==> src/design/rtcd_pkg.sv <==
package rtcd_pkg;

    localparam int unsigned MillisPerSec = 1000;
    localparam int unsigned YearBase     = 2000;

    typedef enum logic {
        FMT_SINGLE   = 1'b0,
        FMT_BUFFERED = 1'b1
    } rtcd_fmt_t;

    typedef struct packed {
        rtcd_fmt_t  op;
        logic [7:0] frac_high;
        logic [1:0] frac_low;
        logic [7:0] seconds_byte;
        logic [7:0] minutes_byte;
        logic [7:0] hours_byte;
        logic [7:0] day_byte;
        logic [7:0] month_byte;
        logic [7:0] year_byte;
        logic [7:0] status_byte;
    } rtcd_record_t;

    typedef struct packed {
        logic        valid_res;
        logic [11:0] year;
        logic [3:0]  month;
        logic [4:0]  day;
        logic [4:0]  hour;
        logic [5:0]  minute;
        logic [5:0]  second;
        logic [9:0]  millis;
        logic        low_voltage;
        logic        voltage_compare;
        logic        voltage_detect;
        logic        osc_stop;
    } rtcd_result_t;

endpackage

==> src/design/rtcd_decode.sv <==
module rtcd_decode (
    input  rtcd_pkg::rtcd_record_t rec,
    output rtcd_pkg::rtcd_result_t res
);
    import rtcd_pkg::*;

    // digits both <= 9
    function automatic logic bcd_digits_ok(input logic [7:0] b);
        bcd_digits_ok = (b[3:0] <= 4'd9) && (b[7:4] <= 4'd9);
    endfunction

    // only meaningful when the digits are valid
    function automatic logic [6:0] bcd_value(input logic [7:0] b);
        logic [6:0] tens;
        tens = {3'b000, b[7:4]} * 7'd10;
        bcd_value = tens + {3'b000, b[3:0]};
    endfunction

    logic [7:0]  sec_b, min_b, hr_b, day_b, mon_b, yr_b;
    logic [6:0]  sec_v, min_v, hr_v, day_v, mon_v, yr_v;
    logic        digits_ok;
    logic        range_ok;
    logic        ok;
    logic [9:0]  f10;
    logic [19:0] ms_single;
    logic [19:0] ms_buffered;
    logic [9:0]  ms;
    logic [11:0] year_full;

    assign sec_b = rec.seconds_byte & 8'h7F;
    assign min_b = rec.minutes_byte & 8'h7F;
    assign hr_b  = rec.hours_byte   & 8'h3F;
    assign day_b = rec.day_byte     & 8'h3F;
    assign mon_b = rec.month_byte   & 8'h1F;
    assign yr_b  = rec.year_byte;

    assign sec_v = bcd_value(sec_b);
    assign min_v = bcd_value(min_b);
    assign hr_v  = bcd_value(hr_b);
    assign day_v = bcd_value(day_b);
    assign mon_v = bcd_value(mon_b);
    assign yr_v  = bcd_value(yr_b);

    assign digits_ok = bcd_digits_ok(sec_b) && bcd_digits_ok(min_b) &&
                       bcd_digits_ok(hr_b)  && bcd_digits_ok(day_b) &&
                       bcd_digits_ok(mon_b) && bcd_digits_ok(yr_b);

    assign range_ok = (sec_v <= 7'd59) && (min_v <= 7'd59) && (hr_v <= 7'd23) &&
                      (day_v <= 7'd31) && (mon_v <= 7'd12) && (yr_v <= 7'd99) &&
                      (day_v != 7'd0) && (mon_v != 7'd0);

    assign ok = digits_ok && range_ok;

    // round to nearest ms: (f * 1000 + half) >> fraction bits
    assign f10         = {rec.frac_high, rec.frac_low};
    assign ms_single   = ({10'd0, f10} * 20'(MillisPerSec) + 20'd512) >> 10;
    assign ms_buffered = ({12'd0, rec.frac_high} * 20'(MillisPerSec) + 20'd128) >> 8;

    always_comb begin
        case (rec.op)
            FMT_SINGLE:   ms = ms_single[9:0];
            FMT_BUFFERED: ms = ms_buffered[9:0];
            default:      ms = ms_single[9:0];
        endcase
    end

    assign year_full = 12'(YearBase) + {5'd0, yr_v};

    always_comb begin
        res = '0;
        if (ok) begin
            res.valid_res       = 1'b1;
            res.year            = year_full;
            res.month           = mon_v[3:0];
            res.day             = day_v[4:0];
            res.hour            = hr_v[4:0];
            res.minute          = min_v[5:0];
            res.second          = sec_v[5:0];
            res.millis          = ms;
            res.low_voltage     = rec.status_byte[5];
            res.voltage_compare = rec.status_byte[4];
            res.voltage_detect  = rec.status_byte[3];
            res.osc_stop        = rec.status_byte[1];
        end
    end

endmodule

==> src/design/rtc_timestamp_record_decoder.sv <==
// RTC timestamp record decoder.
//
// Input channel (s_valid/s_ready): one raw timestamp record per request,
// either a single record (10-bit fraction in 1/1024 s) or a buffered one
// (8-bit fraction in 1/256 s), plus BCD time/date bytes and a status byte.
// Result channel (m_valid/m_ready): one decoded result per request:
// calendar fields with year 2000..2099, milliseconds rounded from the
// fraction, and four status flags. A record that fails a BCD digit or
// range check gives m_valid_res = 0 with every other field 0.
//
// The request lands in the input register at the accepting edge and passes
// the decode logic; the result register loads it when that register is empty
// or being drained. Throughput is one request
// per cycle; both registers advance whenever the stage ahead is empty or
// being drained, so s_ready stays high while the receiver takes results.
// When m_ready is low the result register holds, the input register fills,
// and s_ready drops after that; no request is lost or repeated.
// Reset (aresetn low at a clock edge) empties both stages.
module rtc_timestamp_record_decoder (
    input  logic        aclk,
    input  logic        aresetn,

    input  logic        s_valid,
    output logic        s_ready,
    input  logic        s_op,
    input  logic [7:0]  s_frac_high,
    input  logic [1:0]  s_frac_low,
    input  logic [7:0]  s_seconds_byte,
    input  logic [7:0]  s_minutes_byte,
    input  logic [7:0]  s_hours_byte,
    input  logic [7:0]  s_day_byte,
    input  logic [7:0]  s_month_byte,
    input  logic [7:0]  s_year_byte,
    input  logic [7:0]  s_status_byte,

    output logic        m_valid,
    input  logic        m_ready,
    output logic        m_valid_res,
    output logic [11:0] m_year,
    output logic [3:0]  m_month,
    output logic [4:0]  m_day,
    output logic [4:0]  m_hour,
    output logic [5:0]  m_minute,
    output logic [5:0]  m_second,
    output logic [9:0]  m_millis,
    output logic        m_low_voltage,
    output logic        m_voltage_compare,
    output logic        m_voltage_detect,
    output logic        m_osc_stop
);
    import rtcd_pkg::*;

    logic         in_vld_reg;
    rtcd_record_t in_rec_reg;
    rtcd_record_t in_rec_next;
    logic         out_vld_reg;
    rtcd_result_t out_res_reg;
    rtcd_result_t dec_res;
    logic         out_load;
    logic         in_load;

    assign out_load = in_vld_reg && (!out_vld_reg || m_ready);
    assign s_ready  = !in_vld_reg || !out_vld_reg || m_ready;
    assign in_load  = s_valid && s_ready;

    assign in_rec_next = '{
        op:           rtcd_fmt_t'(s_op),
        frac_high:    s_frac_high,
        frac_low:     s_frac_low,
        seconds_byte: s_seconds_byte,
        minutes_byte: s_minutes_byte,
        hours_byte:   s_hours_byte,
        day_byte:     s_day_byte,
        month_byte:   s_month_byte,
        year_byte:    s_year_byte,
        status_byte:  s_status_byte
    };

    rtcd_decode u_decode (
        .rec (in_rec_reg),
        .res (dec_res)
    );

    always_ff @(posedge aclk) begin
        if (!aresetn) begin
            in_vld_reg  <= 1'b0;
            out_vld_reg <= 1'b0;
        end else begin
            if (in_load) begin
                in_vld_reg <= 1'b1;
            end else if (out_load) begin
                in_vld_reg <= 1'b0;
            end
            if (out_load) begin
                out_vld_reg <= 1'b1;
            end else if (m_ready) begin
                out_vld_reg <= 1'b0;
            end
        end
    end

    always_ff @(posedge aclk) begin
        if (in_load) begin
            in_rec_reg <= in_rec_next;
        end
        if (out_load) begin
            out_res_reg <= dec_res;
        end
    end

    assign m_valid           = out_vld_reg;
    assign m_valid_res       = out_res_reg.valid_res;
    assign m_year            = out_res_reg.year;
    assign m_month           = out_res_reg.month;
    assign m_day             = out_res_reg.day;
    assign m_hour            = out_res_reg.hour;
    assign m_minute          = out_res_reg.minute;
    assign m_second          = out_res_reg.second;
    assign m_millis          = out_res_reg.millis;
    assign m_low_voltage     = out_res_reg.low_voltage;
    assign m_voltage_compare = out_res_reg.voltage_compare;
    assign m_voltage_detect  = out_res_reg.voltage_detect;
    assign m_osc_stop        = out_res_reg.osc_stop;

    // failed check clears every field
    a_invalid_zero: assert property (@(posedge aclk) disable iff (!aresetn)
        (m_valid && !m_valid_res) |-> (m_year == 12'd0 && m_month == 4'd0 &&
        m_day == 5'd0 && m_hour == 5'd0 && m_minute == 6'd0 && m_second == 6'd0 &&
        m_millis == 10'd0 && !m_low_voltage && !m_voltage_compare &&
        !m_voltage_detect && !m_osc_stop))
        else $error("invalid result with nonzero fields");

    a_valid_range: assert property (@(posedge aclk) disable iff (!aresetn)
        (m_valid && m_valid_res) |-> (m_year >= 12'd2000 && m_year <= 12'd2099 &&
        m_month != 4'd0 && m_month <= 4'd12 && m_day != 5'd0 && m_hour <= 5'd23 &&
        m_minute <= 6'd59 && m_second <= 6'd59 && m_millis <= 10'd999))
        else $error("decoded field out of range");

    a_accept_fills: assert property (@(posedge aclk) disable iff (!aresetn)
        (s_valid && s_ready) |=> in_vld_reg)
        else $error("accepted request not held in input stage");

    a_full_stall: assert property (@(posedge aclk) disable iff (!aresetn)
        (in_vld_reg && out_vld_reg && !m_ready) |-> !s_ready)
        else $error("request accepted with both stages full");

endmodule

==> config.mk <==
export PLATFORM = sky130hd
export DESIGN_NAME = rtc_timestamp_record_decoder
export DESIGN_NICKNAME = d
export VERILOG_FILES = /design/src/design/rtcd_pkg.sv /design/src/design/rtcd_decode.sv /design/src/design/rtc_timestamp_record_decoder.sv
export SDC_FILE = /design/constraint.sdc
export NUM_CORES = 1
export LEC_CHECK = 0
export BUFFER_PORTS_ARGS = -buffer_cell sky130_fd_sc_hd__buf_4
export CAP_MARGIN = 5
export CORE_MARGIN = 2
export CORE_UTILIZATION = 52
export CTS_CLUSTER_SIZE = 10
export DETAILED_ROUTE_END_ITERATION = 10
export PLACE_DENSITY = 0.86
export REMOVE_ABC_BUFFERS = 1
export SETUP_SLACK_MARGIN = 0.1
export SKIP_LAST_GASP = 1
export SYNTH_ARGS = -nofsm -noshare
export SYNTH_HDL_FRONTEND = slang
export SYNTH_SLANG_ARGS = --single-unit
==> constraint.sdc <==
create_clock -name aclk -period 5.3 [get_ports aclk]
set_input_delay 1.59 -clock aclk [delete_from_list [all_inputs] [get_ports aclk]]
set_output_delay 1.59 -clock aclk [all_outputs]
set_load 0.01 [all_outputs]
**Word level (Yosys, flattened, before mapping)**

Index checks and enable logic that the tools add are counted.

- Register bits: 111
- Bits in latches: 0
- Bits in writable memories: 0
- ROM bits: 0
- Input bits: 71
- Output and inout bits: 55
- Word-level logic and storage cells: 96
- Memories kept: 0

- $add $sub $neg: 9
- Multiply operators: 8
- Div/mod/pow operators: 0
- $lt $le $gt $ge: 18
- Equality and inequality tests: 0
- Shift-type cells: 0
- Multiplexer cells: 6
- Bitwise gates (word level): 1
- Reduce and logical (&&, ||, !) cells: 30

Operator list:

| cell | count |
|---|---|
| $mux W53 | 1 |
| $le A4 B4 Y1 const B | 7 |
| $add A7 B4 Y7 | 3 |
| $logic_and A1 B1 Y1 | 21 |
| $add A20 B10 Y20 const B | 1 |
| $pmux W10 S2 | 1 |
| $add A18 B8 Y18 const B | 1 |
| $mul A10 B7 Y17 const B | 1 |
| $mul A8 B7 Y15 const B | 1 |
| $add A6 B4 Y7 | 2 |
| $le A7 B5 Y1 const B | 2 |
| $le A7 B6 Y1 const B | 2 |
| $reduce_bool A7 Y1 | 2 |
| $add A11 B7 Y12 const A | 1 |
| $mul A3 B3 Y6 const B | 2 |
| $mul A2 B3 Y5 const B | 2 |
| $le A2 B4 Y1 const B | 2 |
| $le A3 B4 Y1 const B | 2 |
| $le A7 B4 Y1 const B | 1 |
| $le A7 B7 Y1 const B | 1 |
| $add A5 B4 Y6 | 1 |
| $mul A4 B3 Y6 const B | 1 |
| $le A1 B4 Y1 const B | 1 |
| $mul A1 B3 Y4 const B | 1 |
| 5 further kinds | 12 |

**Depth between registers and ports, before layout**

- Depth after elaboration: 12
- Mapped depth: 16

**Cells and area by module**

From an unflattened synthesis, not the netlist that was laid out.

- Cells, all modules: 585
- Area total of the unflattened synthesis: 7507.2 sq um

By module, submodules not included:

| module | instances | cells each | area an instance (sq um) | seq. area each (sq um) |
|---|---|---|---|---|
| rtcd_decode | 1 | 456 | 3799.9 | 0.0 |
| rtc_timestamp_record_decoder | 1 | 129 | 3707.3 | 3643.5 |

**Worst setup path before layout**

No wires, ideal clock.

- Path type: flip-flop to flip-flop
- From: reg in_rec_reg[58] in the netlist's numbering
- To: reg out_res_reg (netlist bit m_millis[6]) (data pin)
- Arrival: 4.745 ns
- Path slack: 0.289 ns
- Cell stages (with the launch flop): 16
- Buffers on the path: 0
- Period minus slack after synthesis: 5.011 ns
- Path through: edfxtp_1 -> fa_1 -> inv_1 -> fa_1 -> fa_1 -> fa_1 -> inv_1 -> ha_1 -> or2_1 -> a21o_1 -> and4_1 -> a211oi_1 -> nor4bb_1 -> nor3b_1 -> xnor2_1 -> nor2_1

- Word-level cells in the longest chain between the ends: 3
- Elaborated cells between the ends (all ways): 5
- Classes of those cells: 2 x add/sub; 2 x mul; 1 x mux

RTL lines:

| what | RTL line | text |
|---|---|---|
| start, declared | rtc_timestamp_record_decoder.sv:54 | `rtcd_record_t in_rec_reg;` |
| start signal, assigned | rtc_timestamp_record_decoder.sv:104 | `in_rec_reg <= in_rec_next;` |
| $mul A10 B7 Y17 / $mul A8 B7 Y15 (equally long branches) | rtcd_decode.sv:56, rtcd_decode.sv:57 |  |
| $add A20 B10 Y20 / $add A18 B8 Y18 (equally long branches) | rtcd_decode.sv:56, rtcd_decode.sv:57 |  |
| $pmux W10 S2 * | rtcd_decode.sv:60 | `case (rec.op)` |
| end signal, assigned | rtc_timestamp_record_decoder.sv:107 | `out_res_reg <= dec_res;` |
| end, declared | rtc_timestamp_record_decoder.sv:57 | `rtcd_result_t out_res_reg;` |

Mark *: on every way between the ends. The rest lies on a longest branch, timed or not.
A chain may end at the register's enable or synchronous reset.

**Worst setup path after layout**

- From: reg in_rec_reg[58] in the netlist's numbering
- To: reg out_res_reg (netlist bit m_millis[9]) (data pin)

Same word-level chain as after synthesis.

==> results.py <==
metrics = {
    "timing": {
        "fin_skew_ns": 0.007870,
        "rsz0062_at_grt": "false",
        "fin_crit_ns": 5.020,
        "slew_violations": 0,
        "hold_violations": 0,
        "relSlewSlack_pct": 46.23,
        "max_freq_ghz": 0.1992,
        "hold_slack_ns": 0.5257,
        "worst_slew_pin_slew_ns": 0.8056,
        "post-route-period-util_pct": 94.72,
        "layout_setup_ws_ns": 0.2800,
        "final-setup-viol-count": 0,
    },
    "synthesis": {
        "async_flop_share_pct": 0,
        "ys_seq_area_share_pct": 44.44,
        "synth.distinct_cells": 64,
        "syn_area_per_cell_um2": 12.47,
        "yosys_warnings": 0,
        "synth_edf_count": 105,
        "ys_top_cells_by_area": "edfxtp_1, ha_1, fa_1",
        "yosys.area.top_type": "edfxtp_1",
        "syn_inst": 576,
        "ys_ff_latch": 107,
        "synth_top_flop_cell": "edfxtp_1",
        "syn_area_mm2": 0.007184,
        "yosysTopAreaCellShare_pct": 43.89,
    },
    "grt": {
        "grtUsageTotal_pct": 20.77,
        "overflow": 0,
        "grt_max_degree": 55,
        "grt_pass1_vias": 4965,
        "grt_antenna_before_repair": 0,
        "grt_pass1_wl_mm": 23.78,
    },
    "place": {
        "dp_cells": 865,
        "dp.final_hpwl_mm": 11.17,
        "finalWeightedCongestion": 0.8622,
        "port_buffers": 112,
        "pre_cts_ws_ns": -0.05622,
        "dpl-instance-area_mm2": 0.008293,
    },
    "drt": {
        "drc": 0,
        "num_vias": 4858,
        "routed_wl_mm": 14.55,
        "vias_per_cell": 5.483,
        "ant_nets": 0,
        "wl_per_cell_um": 16.42,
        "initialDrtViolationCount": 274,
        "dr.pass1.iters": 5,
    },
    "power": {
        "vdd_ir_drop_max_v": 0.0002425,
        "switching_share_pct": 37.82,
        "pwr-share-seq_pct": 25.9,
        "pwr-share-clk_pct": 18.9,
        "p_comb_share_pct": 55.1,
        "netSwitchingPower_uw": 1473,
        "p_int_uw": 2423,
        "p_leak_uw": 0.003832,
        "power_density_mw_per_mm2": 441.3,
    },
    "worst_setup_path": {
        "cp.required_ns": 5.38,
        "r2r_setup_slack_ns": 0.28,
        "worstSetupStartpointType": "flop",
        "endpoint_kind": "flop",
        "crit_slowest_cell": "fa_1",
        "worstPathArrival_ns": 5.10,
        "crit_start": "in_rec_reg[58]",
        "cp_max_fo": 4,
        "r2r-start": "in_rec_reg[58]",
        "cpMostUsedCell": "fa_1",
        "cp_slowest_stage_delay_ns": 0.56,
        "critical_path_class": "reg2reg",
        "path_cells": "buf_4, fa_1, inv_1, fa_1, fa_1, inv_1, fa_1, ha_4, inv_1, or3_1, o211a_1, a2111o_1, o2111ai_4, nor3b_4, a31o_2, a21oi_1",
        "r2r-end": "m_millis[9]",
        "reg2regPathDepth": 16,
    },
    "worst_hold_path": {
        "min_to": "m_second[0]",
        "hold_class": "reg2reg",
        "worstHoldStart": "in_rec_reg[48]",
        "hold_path_depth": 1,
    },
    "outcome": {
        "status": "finished, final reports clean",
    },
    "floorplanning": {
        "ioPinCount": 126,
        "rows": 42,
        "start_util_pct": 53.82,
        "core_region_area_mm2": 0.01335,
        "dieArea_mm2": 0.01477,
        "die-width_um": 121.5,
        "die_h_um": 121.5,
    },
    "clocking": {
        "clkTransAtPathRegs_ns": 0.08,
        "cts_tree": "yes",
        "clk_latency_ns": 0.35,
        "numCtsBuffers": 9,
        "clockBufferDepth": 2,
        "root_buffer": "clkbuf_16",
        "hold_buffers": 0,
        "clock_sinks": 107,
        "htreeDepth": 3,
    },
    "cells_and_area": {
        "fin_nets": 901,
        "instances_no_fill": 886,
        "postLayoutCellArea_mm2": 0.008827,
        "largest_reg_flops": 54,
        "final_util_pct": 66.13,
        "area_growth_pct": 22.87,
        "antenna_cells": 0,
        "drive_gt1_share_pct": 25.63,
    },
    "flow_run": {
        "maxCapViolations": 0,
    },
}
==> worst max-delay path by stage <==
| stage | end | slack [ns] |
|---|---|---|
| after floorplan | m_millis[6] | 0.29 |
| after global placement | m_millis[8] | 0.07 |
| after detailed placement | m_millis[6] | -0.06 |
| after CTS | m_millis[7] | 0.10 |
| after global routing | m_millis[8] | 0.07 |
| final | m_millis[9] | 0.28 |
==> cell families (layout without fill, tap and decap cells) <==
family	count (synthesis)	count (layout)	synth area share, %
buffers and inverters	82	216	4.424
XOR/XNOR	29	29	3.832
AO/OA/AOI/OAI	101	101	10.43
multiplexers	3	3	0.4354
flip-flops	107	107	44.44
AND/OR/NAND/NOR	128	128	10.03
adder cells (fa/ha/maj)	126	126	26.40
==> final cells by class <==
cell class | instances | area [µm²]
clock buffers | 9 | 225.2
clock inverters | 7 | 107.6
fillers | 962 | 4521
inverters | 71 | 266.5
multi-input cells | 387 | 3842
flip-flops and latches | 107 | 3193
well taps | 176 | 220.2
repair buffers | 129 | 972.2
==> placed cells by master, fill, tap and decap left out, types with 2 or more instances in the layout <==
| cell | instances |
|---|---|
| a211o_1 | 3 |
| a211oi_1 | 4 |
| a21o_1 | 13 |
| a21oi_1 | 22 |
| a31o_2 | 2 |
| a41o_1 | 2 |
| and2_1 | 30 |
| and4_1 | 3 |
| buf_4 | 128 |
| bufinv_16 | 2 |
| clkbuf_16 | 9 |
| dfxtp_1 | 2 |
| edfxtp_1 | 105 |
| fa_1 | 43 |
| ha_1 | 78 |
| ha_2 | 2 |
| ha_4 | 2 |
| inv_1 | 69 |
| inv_2 | 2 |
| inv_8 | 2 |
| nand2_1 | 12 |
| nand2b_1 | 3 |
| nand3_1 | 9 |
| nand4_1 | 4 |
| nor2_1 | 31 |
| nor2b_1 | 7 |
| nor2b_4 | 2 |
| nor3_1 | 11 |
| nor3b_1 | 2 |
| o211a_1 | 4 |
| o211ai_1 | 2 |
| o21a_1 | 6 |
| o21ai_0 | 14 |
| o21ai_1 | 4 |
| o21bai_1 | 2 |
| or3_1 | 3 |
| xnor2_1 | 17 |
| xnor2_2 | 2 |
| xor2_1 | 9 |
==> worst max-delay path, delay by kind of cell, from the launching register on <==
kind                       cells  cell delay (ns)
adders and majority gates      5             2.33
and+or+nand+nor                2             0.68
AOI/OAI and AO/OA              5             0.96
buffers and inverters          4             0.31
DFF                            1             0.45
==> repair_timing <==
item / in CTS / in global routing
pin swaps: 0 / 8
resized for setup: 5 / 24
buffers inserted: 1 / 4
endpoints found under the setup margin: 5 / 7
==> per-stage QoR <==
step | power (µW) | setup TNS (ns)
2_1_floorplan | 2393 | 0
3_3_place_gp | 2789 | 0
3_5_place_dp | 2857 | -0.09327
4_1_cts | 3645 | 0
5_1_grt | 4164 | 0
6_report | 3896 | 0
==> metal layers <==
layer  track usage [%]  share of wire, %
met1             26.22                41
met2             35.92                52
met3             3.745               4.9
met4             7.687               2.6
met5                 0                 0
==> power groups by stage <==
stage                     Clock (µW)  Sequential (µW)  Combinational [µW]
after global placement             0             1030                1760
after global routing             781             1020                2370
final                            737             1010                2150
after detailed placement           0             1030                1830
after CTS                        750             1010                1890
after floorplan                    0             1030                1360
==> synthesized netlist by cell type (3+ instances only) <==
cell	n
o21ai_1	4
fa_1	43
o21a_1	6
nor2b_1	9
or3_1	3
ha_1	82
nand3_1	9
edfxtp_1	105
nor3_1	11
xnor2_1	18
a211oi_1	6
nand4_1	4
nand2_1	12
and2_1	31
a21oi_1	22
and4_1	3
clkbuf_1	7
o21ai_0	15
nand2b_1	3
a211o_1	3
a21o_1	13
nor3b_1	3
o211a_1	4
xor2_1	9
inv_1	71
nor2_1	31
(Power assumes the default switching activity.)
